File: src/rtl/pgprs_pkg.sv
`default_nettype none
package pgprs_pkg;

  localparam int unsigned BLOCK_MAX_DEF = 4096;

  // Block sum of squares width and its divider/root sequencing.
  localparam int unsigned SUM_W      = 43;
  localparam int unsigned DIV_STEPS  = SUM_W;
  localparam int unsigned SQRT_STEPS = 16;
  localparam int unsigned STEP_W     = $clog2(DIV_STEPS);

  localparam int unsigned CFG_IDX_W  = 8;
  localparam int unsigned CFG_DATA_W = 16;

  localparam logic [CFG_IDX_W-1:0] REG_SAMPLE_FORMAT = 8'd0;
  localparam logic [CFG_IDX_W-1:0] REG_GAIN_Q12      = 8'd1;

  localparam logic [1:0] FMT_S16    = 2'd0;
  localparam logic [1:0] FMT_S24    = 2'd1;
  localparam logic [1:0] FMT_S32    = 2'd2;
  localparam logic [1:0] FMT_UNUSED = 2'd3;

  localparam logic [15:0] GAIN_RESET = 16'd4096;
  localparam logic [15:0] GAIN_LIMIT = 16'd40960;

  typedef struct packed {
    logic load_in;
    logic sat;
    logic sq;
    logic acc;
    logic div_start;
    logic div_step;
    logic sqrt_start;
    logic sqrt_step;
    logic out_load;
  } cmd_t;

  typedef struct packed {
    logic block_end;
  } sts_t;

  // Left-justify the raw word to a signed 32-bit sample.
  function automatic logic [31:0] justify(input logic [1:0] fmt, input logic [31:0] raw);
    logic [31:0] res;
    begin
      case (fmt)
        FMT_S16: res = {raw[15:0], 16'h0000};
        FMT_S24: res = {raw[23:0], 8'h00};
        default: res = raw;
      endcase
      return res;
    end
  endfunction

endpackage
`default_nettype wire

File: src/rtl/pcm_gain_peak_rms_stats_top.sv
// An accepted item passes through the saturate, square and accumulate states, and
// its result is loaded once the previous result has gone. An item that ends a block
// also runs the one-bit-per-cycle mean divider and two-bit-per-cycle square root.
// One item is in work at a time; a new item is taken while the previous result waits.
// Synchronous active-low reset clears the statistics, the sample total and the
// handshake state, and sets sample_format to 24-bit and the gain to unity.
`default_nettype none
module pcm_gain_peak_rms_stats_top #(
  parameter int unsigned BLOCK_MAX = pgprs_pkg::BLOCK_MAX_DEF
) (
  input  wire logic                               clk,
  input  wire logic                               rst_n,
  input  wire logic                               cfg_valid,
  output logic                                    cfg_ready,
  input  wire logic [pgprs_pkg::CFG_IDX_W-1:0]    cfg_index,
  input  wire logic [pgprs_pkg::CFG_DATA_W-1:0]   cfg_wdata,
  input  wire logic                               in_valid,
  output logic                                    in_ready,
  input  wire logic [31:0]                        in_raw_word,
  input  wire logic                               in_last_in_block,
  output logic                                    out_valid,
  input  wire logic                               out_ready,
  output logic signed [31:0]                      out_sample_out,
  output logic                                    out_stats_valid,
  output logic [30:0]                             out_peak_level,
  output logic [31:0]                             out_rms_scaled,
  output logic [12:0]                             out_block_count,
  output logic [31:0]                             out_total_samples
);

  pgprs_pkg::cmd_t cmd;
  pgprs_pkg::sts_t sts;

  assign cfg_ready = 1'b1;

  pgprs_ctrl u_ctrl (
    .clk       (clk),
    .rst_n     (rst_n),
    .in_valid  (in_valid),
    .in_ready  (in_ready),
    .out_valid (out_valid),
    .out_ready (out_ready),
    .sts       (sts),
    .cmd       (cmd)
  );

  pgprs_dp #(
    .BLOCK_MAX (BLOCK_MAX)
  ) u_dp (
    .clk               (clk),
    .rst_n             (rst_n),
    .cfg_valid         (cfg_valid),
    .cfg_index         (cfg_index),
    .cfg_wdata         (cfg_wdata),
    .in_raw_word       (in_raw_word),
    .in_last_in_block  (in_last_in_block),
    .cmd               (cmd),
    .sts               (sts),
    .out_sample_out    (out_sample_out),
    .out_stats_valid   (out_stats_valid),
    .out_peak_level    (out_peak_level),
    .out_rms_scaled    (out_rms_scaled),
    .out_block_count   (out_block_count),
    .out_total_samples (out_total_samples)
  );

endmodule
`default_nettype wire

File: src/rtl/pgprs_ctrl.sv
`default_nettype none
module pgprs_ctrl (
  input  wire logic              clk,
  input  wire logic              rst_n,
  input  wire logic              in_valid,
  output logic                   in_ready,
  output logic                   out_valid,
  input  wire logic              out_ready,
  input  wire pgprs_pkg::sts_t   sts,
  output pgprs_pkg::cmd_t        cmd
);

  typedef enum logic [2:0] {
    S_IDLE,
    S_SAT,
    S_SQ,
    S_ACC,
    S_DIV,
    S_SQRT,
    S_OUT
  } state_t;

  state_t                          state_r, state_nxt;
  logic [pgprs_pkg::STEP_W-1:0]    cnt_r, cnt_nxt;
  logic                            out_valid_r, out_valid_nxt;
  logic                            out_free;
  logic                            div_last, sqrt_last;

  assign in_ready  = (state_r == S_IDLE);
  assign out_valid = out_valid_r;
  assign out_free  = !out_valid_r || out_ready;
  assign div_last  = (cnt_r == pgprs_pkg::STEP_W'(pgprs_pkg::DIV_STEPS - 1));
  assign sqrt_last = (cnt_r == pgprs_pkg::STEP_W'(pgprs_pkg::SQRT_STEPS - 1));

  always_comb begin
    state_nxt     = state_r;
    cnt_nxt       = cnt_r;
    out_valid_nxt = out_valid_r;
    cmd           = '0;
    if (out_valid_r && out_ready) begin
      out_valid_nxt = 1'b0;
    end
    unique case (state_r)
      S_IDLE: begin
        if (in_valid) begin
          cmd.load_in = 1'b1;
          state_nxt   = S_SAT;
        end
      end
      S_SAT: begin
        cmd.sat   = 1'b1;
        state_nxt = S_SQ;
      end
      S_SQ: begin
        cmd.sq    = 1'b1;
        state_nxt = S_ACC;
      end
      S_ACC: begin
        cmd.acc = 1'b1;
        if (sts.block_end) begin
          cmd.div_start = 1'b1;
          cnt_nxt       = '0;
          state_nxt     = S_DIV;
        end else begin
          state_nxt = S_OUT;
        end
      end
      S_DIV: begin
        cmd.div_step = 1'b1;
        cnt_nxt      = cnt_r + 1'b1;
        if (div_last) begin
          cmd.sqrt_start = 1'b1;
          cnt_nxt        = '0;
          state_nxt      = S_SQRT;
        end
      end
      S_SQRT: begin
        cmd.sqrt_step = 1'b1;
        cnt_nxt       = cnt_r + 1'b1;
        if (sqrt_last) begin
          state_nxt = S_OUT;
        end
      end
      S_OUT: begin
        // The result register is reloaded only once its previous item has gone.
        if (out_free) begin
          cmd.out_load  = 1'b1;
          out_valid_nxt = 1'b1;
          state_nxt     = S_IDLE;
        end
      end
      default: begin
        state_nxt = S_IDLE;
      end
    endcase
  end

  always_ff @(posedge clk) begin
    if (!rst_n) begin
      state_r     <= S_IDLE;
      cnt_r       <= '0;
      out_valid_r <= 1'b0;
    end else begin
      state_r     <= state_nxt;
      cnt_r       <= cnt_nxt;
      out_valid_r <= out_valid_nxt;
    end
  end

endmodule
`default_nettype wire

File: src/rtl/pgprs_dp.sv
`default_nettype none
module pgprs_dp #(
  parameter int unsigned BLOCK_MAX = pgprs_pkg::BLOCK_MAX_DEF
) (
  input  wire logic                               clk,
  input  wire logic                               rst_n,
  input  wire logic                               cfg_valid,
  input  wire logic [pgprs_pkg::CFG_IDX_W-1:0]    cfg_index,
  input  wire logic [pgprs_pkg::CFG_DATA_W-1:0]   cfg_wdata,
  input  wire logic [31:0]                        in_raw_word,
  input  wire logic                               in_last_in_block,
  input  wire pgprs_pkg::cmd_t                    cmd,
  output pgprs_pkg::sts_t                         sts,
  output logic signed [31:0]                      out_sample_out,
  output logic                                    out_stats_valid,
  output logic [30:0]                             out_peak_level,
  output logic [31:0]                             out_rms_scaled,
  output logic [12:0]                             out_block_count,
  output logic [31:0]                             out_total_samples
);

  localparam int unsigned LEN_W = $clog2(BLOCK_MAX + 1);
  localparam int unsigned CNT_W = (LEN_W > 13) ? LEN_W : 13;
  localparam int unsigned SW    = pgprs_pkg::SUM_W;

  logic [1:0]        fmt_r;
  logic [15:0]       gain_r;
  logic              neg_r, last_r, end_r;
  logic [47:0]       product_r;
  logic [31:0]       s_r;
  logic [31:0]       sq_r;
  logic [SW-1:0]     sum_r;
  logic [30:0]       peak_r;
  logic [LEN_W-1:0]  len_r;
  logic [31:0]       total_r;
  logic [SW-1:0]     quo_r;
  logic [LEN_W-1:0]  rem_r;
  logic [31:0]       sv_r;
  logic [16:0]       srem_r;
  logic [15:0]       root_r;

  logic [31:0]       just;
  logic [31:0]       in_mag;
  logic [35:0]       q;
  logic [31:0]       s_nxt;
  logic signed [15:0] top;
  logic [30:0]       s_mag;
  logic [LEN_W-1:0]  len_inc;
  logic [SW-1:0]     sum_nxt;
  logic [LEN_W:0]    dtrial, ddiff;
  logic              dge;
  logic [LEN_W-1:0]  rem_nxt;
  logic [SW-1:0]     quo_nxt;
  logic [18:0]       strial, ssub, sdiff;
  logic              sge;
  logic [CNT_W-1:0]  len_ext;

  assign sts.block_end = end_r;

  assign just   = pgprs_pkg::justify(fmt_r, in_raw_word);
  assign in_mag = just[31] ? (~just + 32'd1) : just;

  // Truncated product magnitude, clamped to the signed range.
  assign q = product_r[47:12];
  always_comb begin
    if (neg_r) begin
      s_nxt = (q >= 36'h080000000) ? 32'h80000000 : (~q[31:0] + 32'd1);
    end else begin
      s_nxt = (q > 36'h07FFFFFFF) ? 32'h7FFFFFFF : q[31:0];
    end
  end

  assign top   = s_r[31:16];
  assign s_mag = (s_r == 32'h80000000) ? 31'h7FFFFFFF :
                 (s_r[31] ? (~s_r[30:0] + 31'd1) : s_r[30:0]);
  assign len_inc = len_r + 1'b1;
  assign sum_nxt = sum_r + SW'(sq_r);

  // Restoring divider, one quotient bit a cycle; quo_r shifts the dividend out.
  assign dtrial  = {rem_r, quo_r[SW-1]};
  assign dge     = (dtrial >= {1'b0, len_r});
  assign ddiff   = dtrial - {1'b0, len_r};
  assign rem_nxt = dge ? ddiff[LEN_W-1:0] : dtrial[LEN_W-1:0];
  assign quo_nxt = {quo_r[SW-2:0], dge};

  // Integer square root, two radicand bits a cycle.
  assign strial = {srem_r, sv_r[31:30]};
  assign ssub   = {1'b0, root_r, 2'b01};
  assign sge    = (strial >= ssub);
  assign sdiff  = strial - ssub;

  assign len_ext = CNT_W'(len_r);

  always_ff @(posedge clk) begin
    if (!rst_n) begin
      fmt_r   <= pgprs_pkg::FMT_S24;
      gain_r  <= pgprs_pkg::GAIN_RESET;
      sum_r   <= '0;
      peak_r  <= '0;
      len_r   <= '0;
      total_r <= '0;
    end else begin
      if (cfg_valid) begin
        unique case (cfg_index)
          pgprs_pkg::REG_SAMPLE_FORMAT: begin
            if (cfg_wdata[1:0] != pgprs_pkg::FMT_UNUSED) begin
              fmt_r <= cfg_wdata[1:0];
            end
          end
          pgprs_pkg::REG_GAIN_Q12: begin
            if (cfg_wdata <= pgprs_pkg::GAIN_LIMIT) begin
              gain_r <= cfg_wdata;
            end
          end
          default: begin
          end
        endcase
      end
      if (cmd.sq) begin
        if (s_mag > peak_r) begin
          peak_r <= s_mag;
        end
        len_r   <= len_inc;
        total_r <= total_r + 32'd1;
      end
      if (cmd.acc) begin
        sum_r <= sum_nxt;
      end
      if (cmd.out_load && end_r) begin
        sum_r  <= '0;
        peak_r <= '0;
        len_r  <= '0;
      end
    end
  end

  always_ff @(posedge clk) begin
    if (cmd.load_in) begin
      neg_r     <= just[31];
      last_r    <= in_last_in_block;
      product_r <= in_mag * gain_r;
    end
    if (cmd.sat) begin
      s_r <= s_nxt;
    end
    if (cmd.sq) begin
      sq_r  <= 32'($signed(top) * $signed(top));
      end_r <= last_r || (len_inc >= LEN_W'(BLOCK_MAX));
    end
    if (cmd.div_start) begin
      quo_r <= sum_nxt;
      rem_r <= '0;
    end
    if (cmd.div_step) begin
      quo_r <= quo_nxt;
      rem_r <= rem_nxt;
    end
    if (cmd.sqrt_start) begin
      sv_r   <= quo_nxt[31:0];
      srem_r <= '0;
      root_r <= '0;
    end
    if (cmd.sqrt_step) begin
      sv_r   <= {sv_r[29:0], 2'b00};
      srem_r <= sge ? sdiff[16:0] : strial[16:0];
      root_r <= {root_r[14:0], sge};
    end
    if (cmd.out_load) begin
      out_sample_out    <= s_r;
      out_total_samples <= total_r;
      out_stats_valid   <= end_r;
      out_peak_level    <= end_r ? peak_r : 31'd0;
      out_rms_scaled    <= end_r ? {root_r, 16'h0000} : 32'd0;
      out_block_count   <= end_r ? len_ext[12:0] : 13'd0;
    end
  end

endmodule
`default_nettype wire

File: config.mk
export PLATFORM = sky130hd
export DESIGN_NAME = pcm_gain_peak_rms_stats_top
export DESIGN_NICKNAME = d
export VERILOG_FILES = /design/src/rtl/pgprs_pkg.sv /design/src/rtl/pcm_gain_peak_rms_stats_top.sv /design/src/rtl/pgprs_ctrl.sv /design/src/rtl/pgprs_dp.sv
export SDC_FILE = /design/constraint.sdc
export NUM_CORES = 2
export LEC_CHECK = 0
export BUFFER_PORTS_ARGS = -buffer_cell sky130_fd_sc_hd__buf_2
export CAP_MARGIN = 40
export CELL_PAD_IN_SITES_DETAIL_PLACEMENT = 1
export CELL_PAD_IN_SITES_GLOBAL_PLACEMENT = 2
export CORE_UTILIZATION = 30
export CTS_CLUSTER_DIAMETER = 60
export CTS_CLUSTER_SIZE = 25
export DETAILED_ROUTE_END_ITERATION = 16
export GPL_TIMING_DRIVEN = 0
export PLACE_DENSITY = 0.64
export SYNTH_ARGS = -nofsm -noshare
export SYNTH_HDL_FRONTEND = slang
export SYNTH_SLANG_ARGS = --single-unit
File: constraint.sdc
create_clock -name clk -period 12 [get_ports clk]
set_clock_uncertainty 0.05 [all_clocks]
set_input_delay 0.6 -clock clk [delete_from_list [all_inputs] [get_ports clk]]
set_output_delay 0.6 -clock clk [all_outputs]
set_load 0.01 [all_outputs]
==> results.json <==
{
  "ys_types": 94,
  "combPwrFrac_pct": 71.3,
  "yosysSeqAreaShare_pct": 26.9,
  "cts_tree": "done",
  "clockPowerShare_pct": 12.1,
  "fin_crit_ns": 11.00,
  "synth_warnings": 0,
  "syn2layout_area_growth_pct": 13.1,
  "drive_gt1_share_pct": 7.99,
  "vias": 36600,
  "critPathKind": "register to register",
  "synth_edf_count": 346,
  "seq_power_share_pct": 16.5,
  "grt_setup_unrepaired": "no",
  "hold_end": "u_dp.gain_r[12]",
  "seq_area_mm2": 0.0134,
  "synth_top_area_cell": "fa_1",
  "cts_root_buf": "clkbuf_16",
  "cts_sinks": 495,
  "num-fill-cells": 19000,
  "hp-class": "input port to register",
  "grt_use_total_pct": 19.0,
  "vias_per_cell": 4.75,
  "cts_inserted_buffers": 59,
  "slowest_stage": "fa_1",
  "place.gp.congestion": 0.839,
  "critPathRequiredTime_ns": 12.36,
  "nNetsFinal": 6478,
  "slew_headroom_pct": 37.5,
  "rrSetupSlack_ns": 1.0,
  "avgSynthCellArea_um2": 9.66,
  "worst_hold_slack_ns": 0.186,
  "max_freq_mhz": 90.9,
  "cts_max_path_buffers": 3,
  "critPathTopFamily": "adder cells",
  "final_cell_mix": "inv_1 (806), nand2_1 (712), fa_1 (659), edfxtp_1 (346), and2_1 (344)",
  "p_int_w": 0.00859,
  "wl_met2_um": 76900,
  "cts_post_setup_buffers_inserted": 0,
  "p_per_area_mw_per_mm2": 287,
  "ff2ff_path_depth": 35,
  "ys_ff_latch": 495,
  "clk_pin_slew_ns": 0.06,
  "drt-initial-drc-count": 1464,
  "cp_data_arrival_time_ns": 11.37,
  "post-route-cell-area_mm2": 0.0562,
  "power_leakage_nw": 24.7,
  "status": "finished clean",
  "start_util_pct": 30.2,
  "crit-reg2reg-launch": "u_dp.fmt_r[1]",
  "multiInputGateArea_mm2": 0.0324,
  "cp_common_cell": "fa_1",
  "synth_area_leaders": "fa_1 (27%), edfxtp_1 (21%), ha_1 (7.6%), inv_1 (6.1%), dfxtp_1 (6.0%)",
  "hold_viol_final": 0,
  "fin_tns_setup_ns": 0,
  "totalWireLength_um": 158000,
  "maxCapViolCount": 0,
  "ant_nets": 0,
  "clk_latency_ns": 0.71,
  "grt_overflow": 0,
  "grt_max_degree": 34,
  "async_flop_share_pct": 0,
  "io_buffers": 187,
  "cp_max_fo": 10,
  "crit_path_end_kind": "register",
  "finalSetupViolations": 0,
  "layout_commonest_cell": "inv_1",
  "drv_slew": 0,
  "synth_top_cell_area_share_pct": 26.5,
  "slowest_delay_ns": 0.57,
  "htreeDepth": 2,
  "synth_area_mm2": 0.0497,
  "finalPower_w": 0.0161,
  "tightest_slew_ns": 0.930,
  "dr_wl_met3_um": 4970,
  "synthCells": 5144,
  "switching_power_w": 0.00754,
  "fin_util_pct": 34.1,
  "peakVddDrop_mv": 0.703,
  "drt_first_pass_iters": 5,
  "routed.top_layer": "met5",
  "r2r-end": "u_dp.product_r[46]",
  "wl_met1_um": 71400,
  "wl_per_cell_um": 20.6,
  "synth-main-ff-cell": "edfxtp_1",
  "critPathBufInv": 11,
  "first_global_vias": 39900,
  "drc": 0,
  "grt_pass1_wl_um": 244000,
  "sw_frac_of_total_pct": 46.7,
  "holdCritStartpoint": "cfg_wdata[12]",
  "ios": 206,
  "dp_hpwl_um": 132000,
  "crit_path_start_kind": "register",
  "rows": 149,
  "antenna_found_initial": 11,
  "dpl-instance-area_mm2": 0.0540,
  "die_w_um": 409,
  "dieArea_mm2": 0.167,
  "core_area_mm2": 0.165,
  "min_path_cells": 3,
  "fp.dieH_um": 409,
  "fin_crit_sh_pct": 91.7
}
## layout make-up
class / count / share of cell area [%]
Timing Repair Buffer: 234 / 2.70
Tap cell: 2189 / 4.87
Sequential cell: 495 / 23.8
Buffer: 233 / 1.81
Multi-Input combinational cell: 3621 / 57.6
Antenna cell: 1 / 0.00445
Clock inverter: 45 / 1.13
Clock buffer: 67 / 2.70
Inverter: 810 / 5.41
## worst max path at each step
| stage | startpoint | to | slack, ns | cells after the start |
|---|---|---|---|---|
| global route | u_dp.fmt_r[1] | u_dp.product_r[47] | 0.23 | 35 |
| floorplan | u_dp.fmt_r[1] | u_dp.product_r[45] | 3.21 | 35 |
| CTS | u_dp.fmt_r[1] | u_dp.product_r[46] | 0.64 | 35 |
| global placement | out_ready | u_dp.peak_r[17] | -0.51 | 10 |
| detailed placement | u_dp.fmt_r[1] | u_dp.product_r[46] | 0.63 | 35 |
| finish | u_dp.fmt_r[1] | u_dp.product_r[46] | 1.0 | 35 |
## cell usage after synthesis, drive strengths merged, types with 5 or more instances
master and count:
o41ai 12, fa 659, edfxtp 346, xor2 90
o311ai 10, nand2 714, a21boi 16, ha 303
or2 8, a22o 35, nand4 42, o22ai 5
nor2 248, or4 7, clkbuf 176, o211ai 11
a31o 5, and4 8, nand3 76, nor3 51
buf 57, o21bai 14, and3 46, o21ai 154
inv 807, a2111oi 7, a211oi 27, a21oi 164
a21o 72, nand3b 5, xnor2 162, dfxtp 149
nand2b 26, mux2i 85, a31oi 12, and2 347
a22oi 6, o21a 20, nor2b 45, o31ai 25
nor4 18, or3 22
## sequential cells by signal, summed over array words and instances, names as in the netlist, 6 cells and up
| name | cells |
|---|---|
| u_dp.sum_r | 43 |
| u_dp.len_ext | 13 |
| u_dp.quo_r | 43 |
| u_dp.sv_r | 32 |
| u_dp.out_peak_level | 31 |
| u_dp.out_sample_out | 32 |
| u_dp.sq_r | 31 |
| u_dp.rem_r | 13 |
| u_dp.gain_r | 16 |
| u_dp.s_r | 32 |
| u_dp.root_r | 16 |
| u_dp.out_total_samples | 32 |
| u_dp.product_r | 36 |
| u_dp.peak_r | 31 |
| u_dp.total_r | 32 |
| u_dp.srem_r | 17 |
| u_dp.out_block_count | 13 |
| u_ctrl.cnt_r | 6 |
| u_dp.out_rms_scaled | 16 |
## logic make-up after synthesis
group	count (synthesis)	synth area share [%]
fa+ha+maj	962	34.2
xor+xnor	252	4.47
mux	88	1.78
other cells	2	0.0151
compound gates	626	8.33
buf+inv	1043	8.16
flops	495	26.9
simple gates	1676	16.2
## power by group through the flow
stage / registers (W) / logic, W / clock network, W
2_1_floorplan: 0.00265 / 0.00878 / 0
3_3_place_gp: 0.00271 / 0.0117 / 0
3_5_place_dp: 0.00271 / 0.0118 / 0
4_1_cts: 0.00267 / 0.0119 / 0.00203
5_1_grt: 0.00268 / 0.0132 / 0.00209
6_report: 0.00267 / 0.0115 / 0.00195
## tightest hold or removal path: stages
cell     delay, ns
buf_2         0.10
mux2i_1       0.07
nand2_1       0.06
## metal layers
layer,global-route usage (%),up-vias
met5,0,-
met3,1.83,177
met2,32.7,550
met4,5.42,2
li1,-,17100
met1,25.1,18700
## metrics by stage
| step | std cells | setup slack (ns) |
|---|---|---|
| final | 7695 | 0.999 |
| after CTS | 7693 | 0.636 |
| after global routing | 7694 | 0.227 |
| after floorplan | 5159 | 3.21 |
| after global placement | 7535 | -0.508 |
| after detailed placement | 7580 | 0.635 |
## timing repair
item	CTS	global route
endpoints found under the hold margin	1	0
endpoints found under the setup margin	0	2
gates resized for setup	0	2
hold buffers	1	0
Note: power is estimated with default switching activity, not from simulation.
